**config.mk**
```make
export PLATFORM = sky130hd
export DESIGN_NAME = lamp_state_message_filter_top
export DESIGN_NICKNAME = d
export VERILOG_FILES = /design/src/design/lsmf_pkg.sv /design/src/design/lamp_state_message_filter_top.sv
export SDC_FILE = /design/constraint.sdc
export NUM_CORES = 2
export LEC_CHECK = 0
export BUFFER_PORTS_ARGS = -buffer_cell sky130_fd_sc_hd__buf_4
export CAP_MARGIN = 20
export CORE_MARGIN = 2
export CORE_UTILIZATION = 54
export CTS_CLUSTER_DIAMETER = 100
export CTS_CLUSTER_SIZE = 40
export DETAILED_ROUTE_END_ITERATION = 12
export GPL_TIMING_DRIVEN = 0
export HOLD_SLACK_MARGIN = 0.15
export PLACE_DENSITY = 0.76
export SKIP_CTS_REPAIR_TIMING = 1
export SYNTH_ARGS = -nofsm -noshare
export SYNTH_HDL_FRONTEND = slang
export SYNTH_SLANG_ARGS = --single-unit
```
**constraint.sdc**
```tcl
create_clock -name i_clk -period 14.3 [get_ports i_clk]
set_clock_uncertainty 0.2 [all_clocks]
set_input_delay 2.145 -clock i_clk [delete_from_list [all_inputs] [get_ports i_clk]]
set_output_delay 2.145 -clock i_clk [all_outputs]
set_load 0.1 [all_outputs]
```
**src/design/lsmf_pkg.sv**
```systemverilog
`default_nettype none
// ---------------------------------------------------------------------------
// lsmf_pkg
// Types, constants and helper functions shared by the lamp state message
// filter: the ON/OFF matcher, field numbers, result codes and decimal steps.
// ---------------------------------------------------------------------------
package lsmf_pkg;

    // Default build settings
    localparam int unsigned PAYLOAD_LIMIT_DEF = 64;
    localparam int unsigned ORIGIN_BYTES_DEF  = 8;
    localparam int unsigned WIRE_VERSION_DEF  = 1;

    // Characters
    localparam logic [7:0] CH_PIPE = 8'h7C;
    localparam logic [7:0] CH_NUL  = 8'h00;
    localparam logic [7:0] CH_O    = 8'h4F;
    localparam logic [7:0] CH_N    = 8'h4E;
    localparam logic [7:0] CH_F    = 8'h46;
    localparam logic [7:0] CH_0    = 8'h30;
    localparam logic [7:0] CH_9    = 8'h39;

    // Record field numbers (counted from one, saturating at seven)
    localparam logic [2:0] FLD_VERSION = 3'd1;
    localparam logic [2:0] FLD_STATE   = 3'd2;
    localparam logic [2:0] FLD_ORIGIN  = 3'd3;
    localparam logic [2:0] FLD_SEQ     = 3'd4;
    localparam logic [2:0] FLD_TS      = 3'd5;
    localparam logic [2:0] FLD_MAX     = 3'd7;

    localparam logic [6:0] COUNT_MAX = 7'd127;

    typedef enum logic [2:0] {
        M_START = 3'd0,
        M_O     = 3'd1,
        M_ON    = 3'd2,
        M_OF    = 3'd3,
        M_OFF   = 3'd4,
        M_FAIL  = 3'd5
    } t_match;

    typedef enum logic [1:0] {
        ACT_IGNORE = 2'd0,
        ACT_SET    = 2'd1,
        ACT_STALE  = 2'd2
    } t_action;

    // Register byte addresses
    localparam logic [3:0] ADDR_SELF_ID = 4'h0;
    localparam logic [3:0] ADDR_WINDOW  = 4'h8;
    localparam logic [31:0] WINDOW_RESET = 32'd3600;

    function automatic t_match match_step(input t_match m, input logic [7:0] c);
        t_match r;
        r = M_FAIL;
        if (m == M_START && c == CH_O) r = M_O;
        if (m == M_O && c == CH_N) r = M_ON;
        if (m == M_O && c == CH_F) r = M_OF;
        if (m == M_OF && c == CH_F) r = M_OFF;
        return r;
    endfunction

    function automatic logic is_digit(input logic [7:0] c);
        return (c >= CH_0) && (c <= CH_9);
    endfunction

    // acc * 10 + digit, saturating at all ones
    function automatic logic [31:0] dec_u32(input logic [31:0] acc, input logic [7:0] c);
        logic [35:0] wide;
        logic [7:0]  dig;
        dig  = c - CH_0;
        wide = ({4'b0, acc} << 3) + ({4'b0, acc} << 1) + {32'b0, dig[3:0]};
        return (wide[35:32] != 4'b0) ? 32'hFFFF_FFFF : wide[31:0];
    endfunction

    function automatic logic [7:0] dec_u8(input logic [7:0] acc, input logic [7:0] c);
        logic [11:0] wide;
        logic [7:0]  dig;
        dig  = c - CH_0;
        wide = ({4'b0, acc} << 3) + ({4'b0, acc} << 1) + {8'b0, dig[3:0]};
        return (wide[11:8] != 4'b0) ? 8'hFF : wide[7:0];
    endfunction

endpackage
`default_nettype wire

```
**src/design/lamp_state_message_filter_top.sv**
```systemverilog
`default_nettype none
// ---------------------------------------------------------------------------
// lamp_state_message_filter_top
// Lamp state message filter: per-byte parse of a legacy ON/OFF or a
// pipe-separated record, then echo, replay, tie and stale-ON judgement.
// ---------------------------------------------------------------------------
// Usage:
//   Input channel (i_valid / o_stall) carries one payload byte per item with
//   i_last flagging the final byte; i_last_seq, i_current_on and i_now_epoch
//   are only looked at on that final byte.
//   Output channel (o_valid / i_stall) gives one result item per message,
//   none for the other bytes.
//   Three register stages: input register, parse stage (message state and
//   decoded record), judge stage into the output register. A result moves
//   through them in order. One byte per cycle while the receiver does not
//   stall; the parse stage updates the message state once per byte with a
//   single match step and one decimal accumulate.
//   When the receiver stalls a waiting result, the whole pipe holds and
//   o_stall rises in the same cycle; nothing is dropped.
//   Reset (synchronous, active low) empties the pipe, clears the message
//   state and sets self_id to 0 and stale_window to 3600. Registers sit on
//   an APB-style port: self_id at 0x0, stale_window at 0x8.
// ---------------------------------------------------------------------------
module lamp_state_message_filter_top #(
    parameter int unsigned PAYLOAD_LIMIT = lsmf_pkg::PAYLOAD_LIMIT_DEF,
    parameter int unsigned ORIGIN_BYTES  = lsmf_pkg::ORIGIN_BYTES_DEF,
    parameter int unsigned WIRE_VERSION  = lsmf_pkg::WIRE_VERSION_DEF
) (
    input  wire logic        i_clk,
    input  wire logic        i_rst_n,
    // configuration
    input  wire logic        psel,
    input  wire logic        penable,
    input  wire logic        pwrite,
    input  wire logic [3:0]  paddr,
    input  wire logic [63:0] pwdata,
    output logic [63:0]      prdata,
    output logic             pready,
    // input items
    input  wire logic        i_valid,
    output logic             o_stall,
    input  wire logic [7:0]  i_data_byte,
    input  wire logic        i_last,
    input  wire logic [31:0] i_last_seq,
    input  wire logic        i_current_on,
    input  wire logic [31:0] i_now_epoch,
    // result items
    output logic             o_valid,
    input  wire logic        i_stall,
    output logic [1:0]       o_action,
    output logic             o_msg_valid,
    output logic             o_lamp_on,
    output logic [7:0]       o_version,
    output logic [31:0]      o_sequence_res,
    output logic [31:0]      o_timestamp,
    output logic [63:0]      o_origin_id
);
    import lsmf_pkg::*;

    localparam logic [6:0] BYTE_LIMIT = 7'(PAYLOAD_LIMIT - 1);
    localparam logic [3:0] ORIGIN_CAP = 4'(ORIGIN_BYTES);
    localparam logic [7:0] VER_CODE   = 8'(WIRE_VERSION);

    // ---------------- configuration ----------------
    logic [63:0] r_self_id, r_self_me, n_self_me;
    logic [31:0] r_window;
    logic        cfg_wr;

    assign pready = 1'b1;
    assign cfg_wr = psel && penable && pwrite;

    // id ends at its first zero byte
    always_comb begin
        logic alive;
        alive     = 1'b1;
        n_self_me = '0;
        for (int i = 7; i >= 0; i--) begin
            if (pwdata[i*8 +: 8] == 8'h00) alive = 1'b0;
            if (alive) n_self_me[i*8 +: 8] = pwdata[i*8 +: 8];
        end
    end

    always_ff @(posedge i_clk) begin
        if (!i_rst_n) begin
            r_self_id <= '0;
            r_self_me <= '0;
            r_window  <= WINDOW_RESET;
        end else if (cfg_wr) begin
            unique case (paddr[3])
                ADDR_SELF_ID[3]: begin
                    r_self_id <= pwdata;
                    r_self_me <= n_self_me;
                end
                default: r_window <= pwdata[31:0];
            endcase
        end
    end

    always_comb begin
        unique case (paddr[3])
            ADDR_SELF_ID[3]: prdata = r_self_id;
            default:         prdata = {32'b0, r_window};
        endcase
    end

    // ---------------- pipe control ----------------
    logic en;
    assign en      = !(o_valid && i_stall);
    assign o_stall = !en;

    // ---------------- input register ----------------
    logic        r_in_valid;
    logic [7:0]  r_in_byte;
    logic        r_in_last;
    logic [31:0] r_in_last_seq, r_in_now;
    logic        r_in_cur_on;

    always_ff @(posedge i_clk) begin
        if (!i_rst_n) begin
            r_in_valid <= 1'b0;
        end else if (en) begin
            r_in_valid <= i_valid;
        end
    end

    always_ff @(posedge i_clk) begin
        if (en) begin
            r_in_byte     <= i_data_byte;
            r_in_last     <= i_last;
            r_in_last_seq <= i_last_seq;
            r_in_cur_on   <= i_current_on;
            r_in_now      <= i_now_epoch;
        end
    end

    // ---------------- parse stage ----------------
    logic [6:0]  r_byte_count, n_byte_count;
    logic [2:0]  r_field_index, n_field_index, fi_eff;
    logic        r_in_field, n_in_field;
    logic        r_nul_seen, n_nul_seen;
    logic        r_digit_stop, n_digit_stop, ds_eff;
    t_match      r_whole, n_whole, r_state_m, n_state_m;
    logic [7:0]  r_version_acc, n_version_acc;
    logic [63:0] r_origin_acc, n_origin_acc;
    logic [3:0]  r_origin_len, n_origin_len;
    logic [31:0] r_seq_acc, n_seq_acc, r_ts_acc, n_ts_acc;
    logic        c_digit;

    always_comb begin
        n_byte_count  = r_byte_count;
        n_field_index = r_field_index;
        n_in_field    = r_in_field;
        n_nul_seen    = r_nul_seen;
        n_digit_stop  = r_digit_stop;
        n_whole       = r_whole;
        n_state_m     = r_state_m;
        n_version_acc = r_version_acc;
        n_origin_acc  = r_origin_acc;
        n_origin_len  = r_origin_len;
        n_seq_acc     = r_seq_acc;
        n_ts_acc      = r_ts_acc;
        c_digit       = is_digit(r_in_byte);

        // opening byte of a token bumps the field number
        fi_eff = r_field_index;
        ds_eff = r_digit_stop;
        if (!r_in_field) begin
            if (r_field_index < FLD_MAX) fi_eff = r_field_index + 3'd1;
            ds_eff = 1'b0;
        end

        if (r_nul_seen || r_in_byte == CH_NUL) begin
            n_nul_seen = 1'b1;
        end else begin
            n_whole = match_step(r_whole, r_in_byte);
            if (r_in_byte == CH_PIPE) begin
                n_in_field = 1'b0;
            end else begin
                n_in_field    = 1'b1;
                n_field_index = fi_eff;
                n_digit_stop  = ds_eff;
                case (fi_eff)
                    FLD_VERSION: begin
                        if (!ds_eff) begin
                            if (c_digit) n_version_acc = dec_u8(r_version_acc, r_in_byte);
                            else         n_digit_stop  = 1'b1;
                        end
                    end
                    FLD_STATE: n_state_m = match_step(r_state_m, r_in_byte);
                    FLD_ORIGIN: begin
                        if (r_origin_len < ORIGIN_CAP) begin
                            for (int k = 0; k < 8; k++) begin
                                if (r_origin_len == 4'(k))
                                    n_origin_acc[(7-k)*8 +: 8] = r_in_byte;
                            end
                            n_origin_len = r_origin_len + 4'd1;
                        end
                    end
                    FLD_SEQ: begin
                        if (!ds_eff) begin
                            if (c_digit) n_seq_acc    = dec_u32(r_seq_acc, r_in_byte);
                            else         n_digit_stop = 1'b1;
                        end
                    end
                    FLD_TS: begin
                        if (!ds_eff) begin
                            if (c_digit) n_ts_acc     = dec_u32(r_ts_acc, r_in_byte);
                            else         n_digit_stop = 1'b1;
                        end
                    end
                    default: ;
                endcase
            end
        end

        if (r_byte_count < COUNT_MAX) n_byte_count = r_byte_count + 7'd1;
    end

    // decode on the final byte
    logic d_len_ok, d_whole_ok, d_rec_ok, d_valid, d_on;
    assign d_len_ok   = r_byte_count < BYTE_LIMIT;
    assign d_whole_ok = (n_whole == M_ON) || (n_whole == M_OFF);
    assign d_rec_ok   = (n_field_index >= FLD_TS) && (n_version_acc == VER_CODE)
                        && ((n_state_m == M_ON) || (n_state_m == M_OFF));
    assign d_valid    = d_len_ok && (d_whole_ok || d_rec_ok);
    assign d_on       = d_len_ok && (d_whole_ok ? (n_whole == M_ON)
                                                : (d_rec_ok && n_state_m == M_ON));

    always_ff @(posedge i_clk) begin
        if (!i_rst_n || (en && r_in_valid && r_in_last)) begin
            r_byte_count  <= '0;
            r_field_index <= '0;
            r_in_field    <= 1'b0;
            r_nul_seen    <= 1'b0;
            r_digit_stop  <= 1'b0;
            r_whole       <= M_START;
            r_state_m     <= M_START;
            r_version_acc <= '0;
            r_origin_acc  <= '0;
            r_origin_len  <= '0;
            r_seq_acc     <= '0;
            r_ts_acc      <= '0;
        end else if (en && r_in_valid) begin
            r_byte_count  <= n_byte_count;
            r_field_index <= n_field_index;
            r_in_field    <= n_in_field;
            r_nul_seen    <= n_nul_seen;
            r_digit_stop  <= n_digit_stop;
            r_whole       <= n_whole;
            r_state_m     <= n_state_m;
            r_version_acc <= n_version_acc;
            r_origin_acc  <= n_origin_acc;
            r_origin_len  <= n_origin_len;
            r_seq_acc     <= n_seq_acc;
            r_ts_acc      <= n_ts_acc;
        end
    end

    // decoded record register
    logic        r_dec_valid;
    logic        r_dec_ok, r_dec_on, r_dec_cur_on;
    logic [7:0]  r_dec_ver;
    logic [31:0] r_dec_seq, r_dec_ts, r_dec_last_seq, r_dec_now;
    logic [63:0] r_dec_origin;
    logic        rec_take;
    assign rec_take = d_len_ok && !d_whole_ok && d_rec_ok;

    always_ff @(posedge i_clk) begin
        if (!i_rst_n) begin
            r_dec_valid <= 1'b0;
        end else if (en) begin
            r_dec_valid <= r_in_valid && r_in_last;
        end
    end

    always_ff @(posedge i_clk) begin
        if (en) begin
            r_dec_ok       <= d_valid;
            r_dec_on       <= d_on;
            r_dec_ver      <= rec_take ? n_version_acc : 8'd0;
            r_dec_seq      <= rec_take ? n_seq_acc : 32'd0;
            r_dec_ts       <= rec_take ? n_ts_acc : 32'd0;
            r_dec_origin   <= rec_take ? n_origin_acc : 64'd0;
            r_dec_last_seq <= r_in_last_seq;
            r_dec_cur_on   <= r_in_cur_on;
            r_dec_now      <= r_in_now;
        end
    end

    // ---------------- judge stage ----------------
    t_action     j_action;
    logic [31:0] age;
    logic        stale;
    assign age   = r_dec_now - r_dec_ts;
    assign stale = r_dec_on && (r_dec_ver != 8'd0) && (r_dec_now != 32'd0)
                   && (r_dec_ts != 32'd0) && (r_dec_now >= r_dec_ts) && (age > r_window);

    always_comb begin
        j_action = ACT_IGNORE;
        if (r_dec_ok) begin
            j_action = ACT_SET;
            if (r_dec_ver != 8'd0) begin
                if (r_dec_origin != 64'd0 && r_dec_origin == r_self_me)
                    j_action = ACT_IGNORE;
                else if (r_dec_seq < r_dec_last_seq)
                    j_action = ACT_IGNORE;
                else if (r_dec_seq == r_dec_last_seq && r_dec_on != r_dec_cur_on
                         && r_dec_origin >= r_self_me)
                    j_action = ACT_IGNORE;
            end
            if (j_action == ACT_SET && stale) j_action = ACT_STALE;
        end
    end

    always_ff @(posedge i_clk) begin
        if (!i_rst_n) begin
            o_valid <= 1'b0;
        end else if (en) begin
            o_valid <= r_dec_valid;
        end
    end

    always_ff @(posedge i_clk) begin
        if (en) begin
            o_action       <= 2'(j_action);
            o_msg_valid    <= r_dec_ok;
            o_lamp_on      <= r_dec_on;
            o_version      <= r_dec_ver;
            o_sequence_res <= r_dec_seq;
            o_timestamp    <= r_dec_ts;
            o_origin_id    <= r_dec_origin;
        end
    end

    // ---------------- assertions ----------------
    a_invalid_zero: assert property (@(posedge i_clk) disable iff (!i_rst_n)
        o_valid && !o_msg_valid |-> o_action == 2'(ACT_IGNORE) && o_origin_id == 64'd0
                                    && !o_lamp_on)
        else $error("invalid message with non-zero result");

    a_stale_on_only: assert property (@(posedge i_clk) disable iff (!i_rst_n)
        o_valid && o_action == 2'(ACT_STALE) |-> o_lamp_on && o_version != 8'd0)
        else $error("stale suppression on a non-ON or legacy message");

    a_legacy_clear: assert property (@(posedge i_clk) disable iff (!i_rst_n)
        o_valid && o_version == 8'd0 |-> o_sequence_res == 32'd0 && o_timestamp == 32'd0)
        else $error("legacy result carries record fields");

    a_reset_empty: assert property (@(posedge i_clk)
        !i_rst_n |=> !o_valid && !r_dec_valid && !r_in_valid)
        else $error("pipe not empty after reset");

endmodule
`default_nettype wire

```
==> impl_results.html <==
<table>
<tr><th>Metric</th><th>Value</th></tr>
<tr><th colspan="2">Clock tree</th></tr>
<tr><td>CTS Buf Count</td><td>27</td></tr>
<tr><td>Worst-path clk slew</td><td>0.12 ns</td></tr>
<tr><td>Clock Sink Count</td><td>739</td></tr>
<tr><td>Depth of the CTS H-tree</td><td>1</td></tr>
<tr><td>CTS tree</td><td>built</td></tr>
<tr><td>Max Root-Sink Buffers</td><td>3</td></tr>
<tr><td>Clock root buffer</td><td>clkbuf_16</td></tr>
<tr><td>Source-to-sink clock delay at the later pin of the worst-skew pair</td><td>0.64 ns</td></tr>
<tr><th colspan="2">Route</th></tr>
<tr><td>WL/cell</td><td>20.1 µm</td></tr>
<tr><td>First-pass iteration count of the detailed router</td><td>6</td></tr>
<tr><td>DRT Wirelength</td><td>98,200 µm</td></tr>
<tr><td>DRC violation count after routing</td><td>0</td></tr>
<tr><td>Remaining antenna violation count</td><td>0</td></tr>
<tr><td>Routed vias</td><td>about 28,000</td></tr>
<tr><td>Detail-routed via count per cell</td><td>5.83</td></tr>
<tr><td>Number of DRC markers after the initial detailed-route iteration</td><td>2,593</td></tr>
<tr><th colspan="2">Setup path</th></tr>
<tr><td>Crit path DAT</td><td>around 4.2 ns</td></tr>
<tr><td>Critical path endpoint category</td><td>primary output</td></tr>
<tr><td>Number of cells traversed by the worst register-to-register path</td><td>15</td></tr>
<tr><td>Reg-to-Reg End</td><td>r_seq_acc[30]$_SDFFE_PP0P_</td></tr>
<tr><td>Data required time at the worst endpoint</td><td>about 12 ns</td></tr>
<tr><td>Category of the most critical setup path</td><td>in2out</td></tr>
<tr><td>Register-to-register path setup slack</td><td>8.31 ns</td></tr>
<tr><td>Worst-path fanout max</td><td>10</td></tr>
<tr><td>Startpoint of the worst register-to-register path</td><td>r_in_byte[3]$_DFFE_PN_</td></tr>
<tr><td>Critical Path Source</td><td>paddr[3]</td></tr>
<tr><td>Setup crit start kind</td><td>primary input</td></tr>
<tr><th colspan="2">Synth</th></tr>
<tr><td>Flip-flop cell with the highest count after synthesis</td><td>edfxtp_1</td></tr>
<tr><td>Synthesized area per cell</td><td>10.4 µm²</td></tr>
<tr><td>Post-synthesis sequential area ratio</td><td>51.0%</td></tr>
<tr><td>Number of enable-type register cells in the synthesized netlist</td><td>417</td></tr>
<tr><td>Cell area after synthesis</td><td>37,200 µm²</td></tr>
<tr><td>Number of different library cells in the post-synthesis netlist</td><td>78</td></tr>
<tr><td>Async set or reset register ratio after synthesis</td><td>0%</td></tr>
<tr><td>Number of register bits inferred by synthesis</td><td>739</td></tr>
<tr><td>Synthesized instance count</td><td>3,587</td></tr>
<tr><td>Warning count from the yosys run</td><td>0</td></tr>
<tr><th colspan="2">Global route</th></tr>
<tr><td>First-pass GRT wire length</td><td>150,000 µm</td></tr>
<tr><td>Met3 Usage GRT</td><td>2.52%</td></tr>
<tr><td>Largest net degree at the start of global routing</td><td>133</td></tr>
<tr><td>Antenna violations before repair</td><td>3</td></tr>
<tr><td>Met1 demand-to-capacity share in global routing</td><td>37.2%</td></tr>
<tr><td>Busiest grt layer</td><td>met2</td></tr>
<tr><td>All-Layer GR Usage</td><td>about 27%</td></tr>
<tr><td>Residual overflow from global routing</td><td>0</td></tr>
<tr><td>Vias in the first global route</td><td>26,629</td></tr>
<tr><td>Met2 Use GR</td><td>between 40% and 50%</td></tr>
<tr><th colspan="2">STA</th></tr>
<tr><td>Worst rel slew slack</td><td>between 20% and 30%</td></tr>
<tr><td>Fraction of the cycle the final worst path needs</td><td>45.8%</td></tr>
<tr><td>Final Hold Fails</td><td>0</td></tr>
<tr><td>Final number of setup-violating endpoints</td><td>0</td></tr>
<tr><td>Setup repair after global routing missed its margin</td><td>false</td></tr>
<tr><td>Max Clock Freq</td><td>153 MHz</td></tr>
<tr><td>Worst path setup slack after routing</td><td>7.76 ns</td></tr>
<tr><td>Post-Route Setup TNS</td><td>0 ns</td></tr>
<tr><td>Worst-Margin Slew</td><td>about 1.1 ns</td></tr>
<tr><td>Number of slew-limit violations in the final report</td><td>0</td></tr>
<tr><td>Final critical-path required period</td><td>around 6.5 ns</td></tr>
<tr><th colspan="2">Die</th></tr>
<tr><td>Initial core utilization</td><td>approximately 54%</td></tr>
<tr><td>Core area</td><td>roughly 68,000 µm²</td></tr>
<tr><td>Die extent in x</td><td>266 µm</td></tr>
<tr><td>Vert. Die Dim</td><td>266 µm</td></tr>
<tr><td>Number of rows created at floorplan</td><td>96</td></tr>
<tr><td>Die area</td><td>roughly 71,000 µm²</td></tr>
<tr><td>Top Ports</td><td>356</td></tr>
<tr><th colspan="2">Run status</th></tr>
<tr><td>Run status</td><td>completed</td></tr>
<tr><th colspan="2">Hold path</th></tr>
<tr><td>Hold path depth</td><td>0</td></tr>
<tr><td>Worst Hold Endpoint</td><td>r_dec_now[10]$_DFFE_PN_</td></tr>
<tr><td>Origin of the worst min-delay path</td><td>r_in_now[10]$_DFFE_PN_</td></tr>
<tr><td>Type of the worst min-delay path</td><td>reg2reg</td></tr>
<tr><th colspan="2">Power and ir drop</th></tr>
<tr><td>Maximum vdd drop</td><td>between 0.08 and 0.09 mV</td></tr>
<tr><td>Pleak</td><td>17.9 nW</td></tr>
<tr><td>Power density cells</td><td>93.0 nW/µm²</td></tr>
<tr><th colspan="2">Placed design</th></tr>
<tr><td>DP HPWL</td><td>75,500 µm</td></tr>
<tr><td>Number of I/O port buffers</td><td>351</td></tr>
<tr><td>Final weighted congestion in routability-driven placement</td><td>slightly above 0.9</td></tr>
<tr><td>Post-Place Worst Slack</td><td>7.72 ns</td></tr>
<tr><th colspan="2">Layout</th></tr>
<tr><td>Area growth from synthesis to layout</td><td>13.2%</td></tr>
<tr><td>Layout cells sized above 1</td><td>between 10% and 20%</td></tr>
<tr><td>Number of nets in the final layout</td><td>4,441</td></tr>
<tr><td>Area of the multi-input gates</td><td>16,700 µm²</td></tr>
<tr><td>Flip-flop and latch area</td><td>19,000 µm²</td></tr>
<tr><td>Fillcell total</td><td>5,657</td></tr>
<tr><th colspan="2">Flow run</th></tr>
<tr><td># Max-Cap Violations</td><td>0</td></tr>
</table>
## state kept, by name (all words and copies together) (netlist names), 4 cells and up
signal,flops
o_origin_id,64
o_sequence_res,32
o_timestamp,32
o_version,8
r_byte_count,7
r_dec_last_seq,32
r_dec_now,32
r_dec_origin,64
r_dec_seq,32
r_dec_ts,32
r_dec_ver,8
r_in_byte,8
r_in_last_seq,32
r_in_now,32
r_origin_acc,64
r_origin_len,4
r_self_id,64
r_self_me,64
r_seq_acc,32
r_ts_acc,32
r_version_acc,8
r_window,32
## per-layer routing
layer / wire [µm] / part of all wire, % / vias to the layer above
li1: - / - / 13723
met2: 46700 / 48 / 1012
met3: 5950 / 6.1 / 178
met5: 0 / 0 / -
met4: 3130 / 3.2 / 0
met1: 42500 / 43 / 13562
## stage by stage
| stage | instance area [µm²] | power, W | utilization, % | instances | hold slack (ns) |
|---|---|---|---|---|---|
| floorplan | 37200 | 0.00267 | - | 3593 | 0.200 |
| global placement | 40900 | 0.00282 | 59.9 | 4826 | 0.201 |
| detailed placement | 41000 | 0.00282 | 60.0 | 4830 | 0.205 |
| CTS | 42100 | 0.00393 | 61.5 | 4879 | 0.205 |
| global route | 42100 | 0.00404 | 61.5 | 4880 | 0.206 |
| finish | 42100 | 0.00391 | 61.6 | 4881 | 0.203 |
## cell usage after synthesis (all sizes together) (6+ instances only)
cell / count / share of area [%]
clkbuf: 154 / 1.6
xnor2: 57 / 1.3
edfxtp: 417 / 34
o21ai: 138 / 1.9
and2: 10 / 0.17
o211a: 26 / 0.70
a2111oi: 6 / 0.19
xor2: 47 / 1.1
and4: 7 / 0.16
or2: 6 / 0.10
mux2: 32 / 0.97
nor2b: 107 / 1.8
o21ba: 9 / 0.24
inv: 215 / 2.2
o2111ai: 10 / 0.24
o211ai: 13 / 0.26
a211oi: 31 / 0.63
a21oi: 282 / 3.9
buf: 24 / 0.40
or3: 8 / 0.13
nor2: 263 / 2.7
nand2: 359 / 3.6
a31oi: 12 / 0.20
and3: 15 / 0.25
nor3: 32 / 0.43
ha: 307 / 10
nand2b: 9 / 0.15
nand3: 109 / 1.5
fa: 7 / 0.38
a21boi: 109 / 2.2
o221a: 14 / 0.42
mux2i: 64 / 1.7
nand4: 71 / 1.2
nor4: 58 / 0.99
a21o: 68 / 1.4
a22oi: 58 / 1.2
dfxtp: 322 / 17
o31ai: 11 / 0.24
o21a: 16 / 0.32
o21bai: 19 / 0.38
## cells in the final DEF (no fill, tap or decap), types with 10 or more instances in the layout
master     count
a211oi_1      31
xnor2_1       57
o2111ai_1     10
a21oi_1      272
xor2_1        47
dfxtp_1      322
inv_1        215
a21oi_2       10
o31ai_1       10
and3_1        15
o21bai_1      19
a22oi_1       58
mux2_2        32
clkbuf_16     28
nor2_1       263
a31oi_1       12
o211ai_1      13
nand4_1       71
ha_1         307
nor2b_1      107
mux2i_1       64
a21boi_0     105
clkbuf_1     158
and2_1        10
nor4_1        57
nand2_1      358
edfxtp_1     417
o211a_1       26
o21a_1        16
a21o_1        68
o221a_2       14
buf_4        355
nand3_1      109
o21ai_0      135
nor3_1        32
## power breakdown
part	internal, W	switching, W	leakage, nW
registers	0.00229	0.0000331	7.44
logic	0.000147	0.000310	9.97
clock network	0.000432	0.000701	0.487
## area by class of cell
type,instances,share of cell area (%)
flip-flops and latches,739,45.1
multi-input cells,2459,39.7
clock buffers,32,1.70
plain buffers,178,1.73
well taps,882,2.62
inverters,217,1.94
repair buffers,356,6.52
diodes,1,0.00595
clock inverters,17,0.717
## logic make-up (layout without fill, tap and decap cells)
kind of cell | Yosys count | count (layout) | synth area share [%]
multiplexers | 96 | 96 | 2.69
flip-flops | 739 | 739 | 51.0
AND/OR/NAND/NOR | 1075 | 1075 | 13.6
adder cells (fa/ha/maj) | 314 | 314 | 10.7
buffers and inverters | 395 | 800 | 4.15
AO/OA/AOI/OAI | 862 | 862 | 15.3
other | 2 | 9 | 0.0202
XOR/XNOR | 104 | 104 | 2.45
## worst max-delay path: stages
cell and delay, ns:
buf_4 0.10, buf_1 0.59, clkbuf_1 0.64, mux2_2 0.46
buf_4 0.25
## worst max path at each step
stage	to	slack, ns	cells past startpoint
6_report	prdata[26]	7.76	5
5_1_grt	prdata[26]	7.74	5
4_1_cts	prdata[26]	7.72	5
3_5_place_dp	prdata[26]	7.72	5
3_3_place_gp	o_stall	1.46	4
2_1_floorplan	o_stall	2.24	2
No activity file was read; power rests on OpenSTA's default activity.
